## src/rtl/cbk_pkg.sv

```systemverilog
package cbk_pkg;

    // Field and datapath widths
    localparam int FieldW  = 48;
    localparam int CfgW    = 32;
    localparam int BasisW  = 34;
    localparam int DotW    = 84;
    localparam int RootW   = 49;
    localparam int SqInW   = 97;
    localparam int NumW    = 116;
    localparam int DenW    = 84;
    localparam int DotNum  = 6;

    // Configuration register indexes
    localparam logic [2:0] REG_LOS_X   = 3'd0;
    localparam logic [2:0] REG_LOS_Y   = 3'd1;
    localparam logic [2:0] REG_LOS_Z   = 3'd2;
    localparam logic [2:0] REG_TAN_A_X = 3'd3;
    localparam logic [2:0] REG_TAN_A_Y = 3'd4;
    localparam logic [2:0] REG_TAN_A_Z = 3'd5;

    // Reset values of the basis, Q2.30
    localparam logic [CfgW-1:0] ONE_Q30  = 32'h4000_0000;
    localparam logic [CfgW-1:0] ZERO_Q30 = 32'h0000_0000;

    // Status codes
    localparam logic [1:0] ST_OK       = 2'd0;
    localparam logic [1:0] ST_ZERO_POS = 2'd1;
    localparam logic [1:0] ST_ZERO_LOS = 2'd2;
    localparam logic [1:0] ST_SAT      = 2'd3;

    // Dot product slots: position or velocity against a, b, n0
    localparam int DOT_PA = 0;
    localparam int DOT_PB = 1;
    localparam int DOT_PN = 2;
    localparam int DOT_VA = 3;
    localparam int DOT_VB = 4;
    localparam int DOT_VN = 5;

    typedef struct packed {
        logic [2:0][CfgW-1:0] los;
        logic [2:0][CfgW-1:0] tan_a;
    } basis_t;

    typedef struct packed {
        logic                         pos_zero;
        logic [DotNum-1:0][DotW-1:0]  dot;
    } dots_t;

    typedef struct packed {
        logic [RootW-1:0] nrm;
        dots_t            dots;
    } item_t;

endpackage

```

## src/rtl/cbk_queue.sv

```systemverilog
module cbk_queue
(
    input  logic           clk,
    input  logic           rst_n,
    input  logic           wr_valid,
    input  cbk_pkg::item_t wr_item,
    output logic           full,
    output logic           rd_valid,
    output cbk_pkg::item_t rd_item,
    input  logic           rd_pop
);

    cbk_pkg::item_t slot_reg [0:1];
    logic           wr_ptr_reg, wr_ptr_next;
    logic           rd_ptr_reg, rd_ptr_next;
    logic [1:0]     count_reg, count_next;
    logic           do_wr, do_rd;

    assign full     = (count_reg == 2'd2);
    assign rd_valid = (count_reg != 2'd0);
    assign rd_item  = slot_reg[rd_ptr_reg];
    assign do_wr    = wr_valid && !full;
    assign do_rd    = rd_pop && rd_valid;

    // Advance pointers and fill count
    always_comb
    begin
        wr_ptr_next = do_wr ? !wr_ptr_reg : wr_ptr_reg;
        rd_ptr_next = do_rd ? !rd_ptr_reg : rd_ptr_reg;
        count_next  = count_reg;
        if (do_wr && !do_rd)
            count_next = count_reg + 2'd1;
        else if (do_rd && !do_wr)
            count_next = count_reg - 2'd1;
    end

    always_ff @(posedge clk or negedge rst_n)
    begin
        if (!rst_n)
        begin
            wr_ptr_reg <= 1'b0;
            rd_ptr_reg <= 1'b0;
            count_reg  <= 2'd0;
        end
        else
        begin
            wr_ptr_reg <= wr_ptr_next;
            rd_ptr_reg <= rd_ptr_next;
            count_reg  <= count_next;
        end
    end

    // Hold entries until read
    always_ff @(posedge clk)
    begin
        if (do_wr)
            slot_reg[wr_ptr_reg] <= wr_item;
    end

endmodule

```

## config.mk

```make
export PLATFORM = sky130hd
export DESIGN_NAME = cbk_queue
export DESIGN_NICKNAME = d
export VERILOG_FILES = /design/src/rtl/cbk_pkg.sv /design/src/rtl/cbk_queue.sv
export SDC_FILE = /design/constraint.sdc
export NUM_CORES = 1
export LEC_CHECK = 0
export ABC_AREA = 1
export BUFFER_PORTS_ARGS = -buffer_cell sky130_fd_sc_hd__buf_4
export CORE_AREA = 2 2 437 439
export DETAILED_ROUTE_END_ITERATION = 8
export DIE_AREA = 0 0 439 441
export PLACE_DENSITY_LB_ADDON = 0.05
export RECOVER_POWER = 50
export SLEW_MARGIN = 10
export SYNTH_ARGS = -nofsm -noshare
export SYNTH_HDL_FRONTEND = slang
export SYNTH_SLANG_ARGS = --single-unit
```

## constraint.sdc

```tcl
create_clock -name clk -period 32.4 [get_ports clk]
set_input_delay 6.48 -clock clk [delete_from_list [all_inputs] [get_ports clk]]
set_output_delay 6.48 -clock clk [all_outputs]
set_load 0.02 [all_outputs]
```

==> key figures <==
Clock tree
  • CTS Sinks: 1112
  • # resized after CTS: 0
  • H-tree depth: 4
  • CTS Buffer Depth: 3
  • CTS tree: yes
  • Post-CTS setup buffers: 0
  • Post-CTS Hold Buffers: 0
  • Reg clk slew, reported paths: 0.06 ns
  • Clock root buffer master: clkbuf_16
  • Num CTS Buffers: 139
  • Clk_lat worst skew: 0.79 ns

Finish
  • Layout cells sized above 1: 26.1%
  • Footprint of the multi-input gates: 6330 µm²
  • Reg area: 33400 µm²
  • Area growth, synth to finish: 34.5%
  • Final #Nets: 4649
  • Fillers: 19500
  • Max FFs per register: 1108

Logic synthesis
  • Commonest register cell after synthesis: edfxtp_1
  • Syn_area_per_cell: 14.0 µm²
  • Syn_nets: 3484
  • Synth top area share: 81.4%
  • Xor/xnor share of the synthesized area: 0.0214%
  • Synth top cells by count: nand2_1, edfxtp_1, buf_2
  • Synth cell types: 15
  • Synth Area in Compound Gates: 0.0122%
  • Yosys reg bits: 1112
  • Post-synthesis adder-cell area fraction: 0.0306%
  • Largest family of logic cells by synthesized area: simple AND/OR/NAND/NOR gates
  • Synth top area cells: edfxtp_1, nand2_1, buf_6, clkbuf_8, buf_2
  • YS warnings: 0
  • Simple-Gate Fraction of Synth Area: 15.4%
  • Seq/Total Area, Yosys: 81.6%
  • Number of flops mapped to enable cells by yosys: 1108
  • Async set or reset register ratio after synthesis: 0.360%
  • Most common cell in the synthesized netlist: nand2_1
  • Cells after synthesis: 2925
  • Post-synthesis mux area share: 0%
  • Area leader, netlist: edfxtp_1
  • Post-synthesis instance area: 40900 µm²

Global route
  • First-pass GRT wire length: 220000 µm
  • Gr usage total: 16.4%
  • GR Util met2: 29.7%
  • Vias in the first global route: 26500
  • Gr busiest metal: met2
  • Initial antenna violation count: 99
  • Met3 Use GR: 5.96%
  • M1 GR Usage: 16.9%
  • Total grt overflow: 0
  • Pin count of the biggest net entering global routing: 223

STA
  • Final min period: 13.12 ns
  • RSZ-0062 raised after global routing: no
  • Period utilization: 40.5%
  • Clk_skew: 0.0187 ns
  • Setup TNS Final: 0 ns
  • Final Max Slew Viols: 276
  • Final setup viols: 0
  • Relative slew slack: -247%
  • Final Hold Vio Count: 0
  • Fmax: 76.2 MHz
  • Worst Tran Pin Value: 5.18 ns

Place
  • Final Wtd Congestion: 0.814
  • IO buf count: 1113
  • Final HPWL from detailed placement: 119000 µm

Setup path
  • Worst path required time: 32.82 ns
  • CP delay by family, top: buffers and inverters
  • Crit path buf inv count: 6
  • Most used cell, CP: buf_4
  • Stages on the worst setup path: 8
  • Critical path, cell by cell: clkbuf_4, inv_1, nor2_1, nand2_1, clkinvlp_2, buf_4, buf_4, buf_4
  • R2R cell count: 7
  • Setup crit start kind: input pin
  • Critical path's slowest cell: clkinvlp_2
  • RR Endpoint: slot_reg[0][452]$_DFFE_PP_
  • Worst-path maximum fanout: 97
  • Setup crit end kind: flip-flop
  • R2R Setup Slk: 24.52 ns
  • Kind of critical path: input pin to flip-flop
  • Crit path DAT: 13.54 ns
  • Max stage delay on crit path: 3.79 ns
  • Critical R2R Launch: count_reg[0]$_DFFE_PN0P_

Power
  • Flop pwr share: 36.2%
  • Comb pwr share: 37.9%
  • Pint: 3.48 mW
  • Switching power: 2.24 mW
  • Clock power frac: 25.9%
  • Power Dens Cells: 104 nW/µm²
  • Leak Pwr: 22.1 nW
  • Final Power: 5.72 mW
  • Max VDD drop: 0.0000746 V
  • Sw Share: 39.1%

Run
  • Maxcap violations: 6

Die
  • # rows: 160
  • Die area: 194000 µm²
  • Initial Utilization: 21.6%
  • Die Span Y: 441 µm
  • Core area: 189000 µm²
  • Chip width: 439 µm
  • IO Count: 1114

Status
  • Violated checks: capacitance limit, slew limit
  • Status: complete, but fails checks

Detailed routing
  • DR WL/cell: 24.3 µm
  • DRC Markers: 0
  • Total Routed Length: 164000 µm
  • Final ANT Viol Nets: 0
  • Vias: 26200
  • First drt pass iteration count: 5
  • Routed vias/inst: 3.89
  • DRC marker count from the first detailed-route iteration: 1392

Worst hold path
  • Hold Path Stages: 2
  • HP Start: count_reg[1]$_DFFE_PN0P_
  • Min-delay worst type: flip-flop to flip-flop
  • Worst hold endpoint: count_reg[1]$_DFFE_PN0P_
[routing by layer]
metal	routed length, µm	vias to the layer above
met4	6510	64
met2	86300	874
met5	392	-
li1	-	12300
met1	58400	12600
met3	12400	379
[power by group through the flow]
stage	Sequential, mW	Clock, mW	Combinational (mW)
CTS	2.06	1.55	2.27
detailed placement	2.09	0	2.26
global route	2.10	1.59	2.35
floorplan	2.31	0	1.18
global placement	2.10	0	2.27
finish	2.07	1.48	2.16
[cell type report]
| type | instances | area share, % |
|---|---|---|
| Antenna cell | 26 | 0.118 |
| Clock buffer | 184 | 6.75 |
| Clock inverter | 66 | 1.03 |
| Inverter | 8 | 0.105 |
| Multi-Input combinational cell | 1682 | 11.5 |
| Sequential cell | 1112 | 60.7 |
| Tap cell | 2511 | 5.71 |
| Timing Repair Buffer | 1147 | 14.1 |
[how the worst max path moves through the flow]
stage                                      end  slack (ns)                   start
global placement                  rd_item[472]       21.48  rd_ptr_reg$_DFFE_PN0P_
CTS                               rd_item[410]       20.52  rd_ptr_reg$_DFFE_PN0P_
floorplan             slot_reg[1][0]$_DFFE_PP_        1.42                wr_valid
global route        slot_reg[0][124]$_DFFE_PP_       18.38                wr_valid
finish              slot_reg[0][452]$_DFFE_PP_       19.28                wr_valid
detailed placement                rd_item[410]       21.45  rd_ptr_reg$_DFFE_PN0P_
[worst min-delay path, cell delays in order (launching register included)]
cell and delay, ns:
dfrtp_1 0.34, nand2_1 0.05, nand2_1 0.05
[stage by stage]
| step | area [µm²] | utilization, % | worst slack, ns | instances | hold slack, ns |
|---|---|---|---|---|---|
| 4_1_cts | 55800 | 29.5 | 20.52 | 6710 | 0.475 |
| 3_3_place_gp | 51500 | 27.2 | 21.48 | 6460 | 0.460 |
| 3_5_place_dp | 51500 | 27.2 | 21.45 | 6460 | 0.460 |
| 6_report | 55000 | 29.1 | 19.28 | 6736 | 0.467 |
| 5_1_grt | 55000 | 29.1 | 18.38 | 6730 | 0.515 |
| 2_1_floorplan | 40900 | - | 1.42 | 2925 | 0.442 |
[layout by cell type, fill, tap and decap left out, types with 6 or more instances in the layout]
master and n:
edfxtp_1 1108, clkbuf_4 328, inv_1 6, clkinv_1 28, nand2_1 1673, bufinv_16 6, clkbuf_1 273, clkbuf_16 142
buf_4 586, clkinv_2 19, diode_2 26
[logic make-up after synthesis]
logic type	after synthesis
compound gates	1
xor+xnor	1
fa+ha+maj	1
buf+inv	131
flops	1112
simple gates	1679
Power figures use the tool's default switching activity.
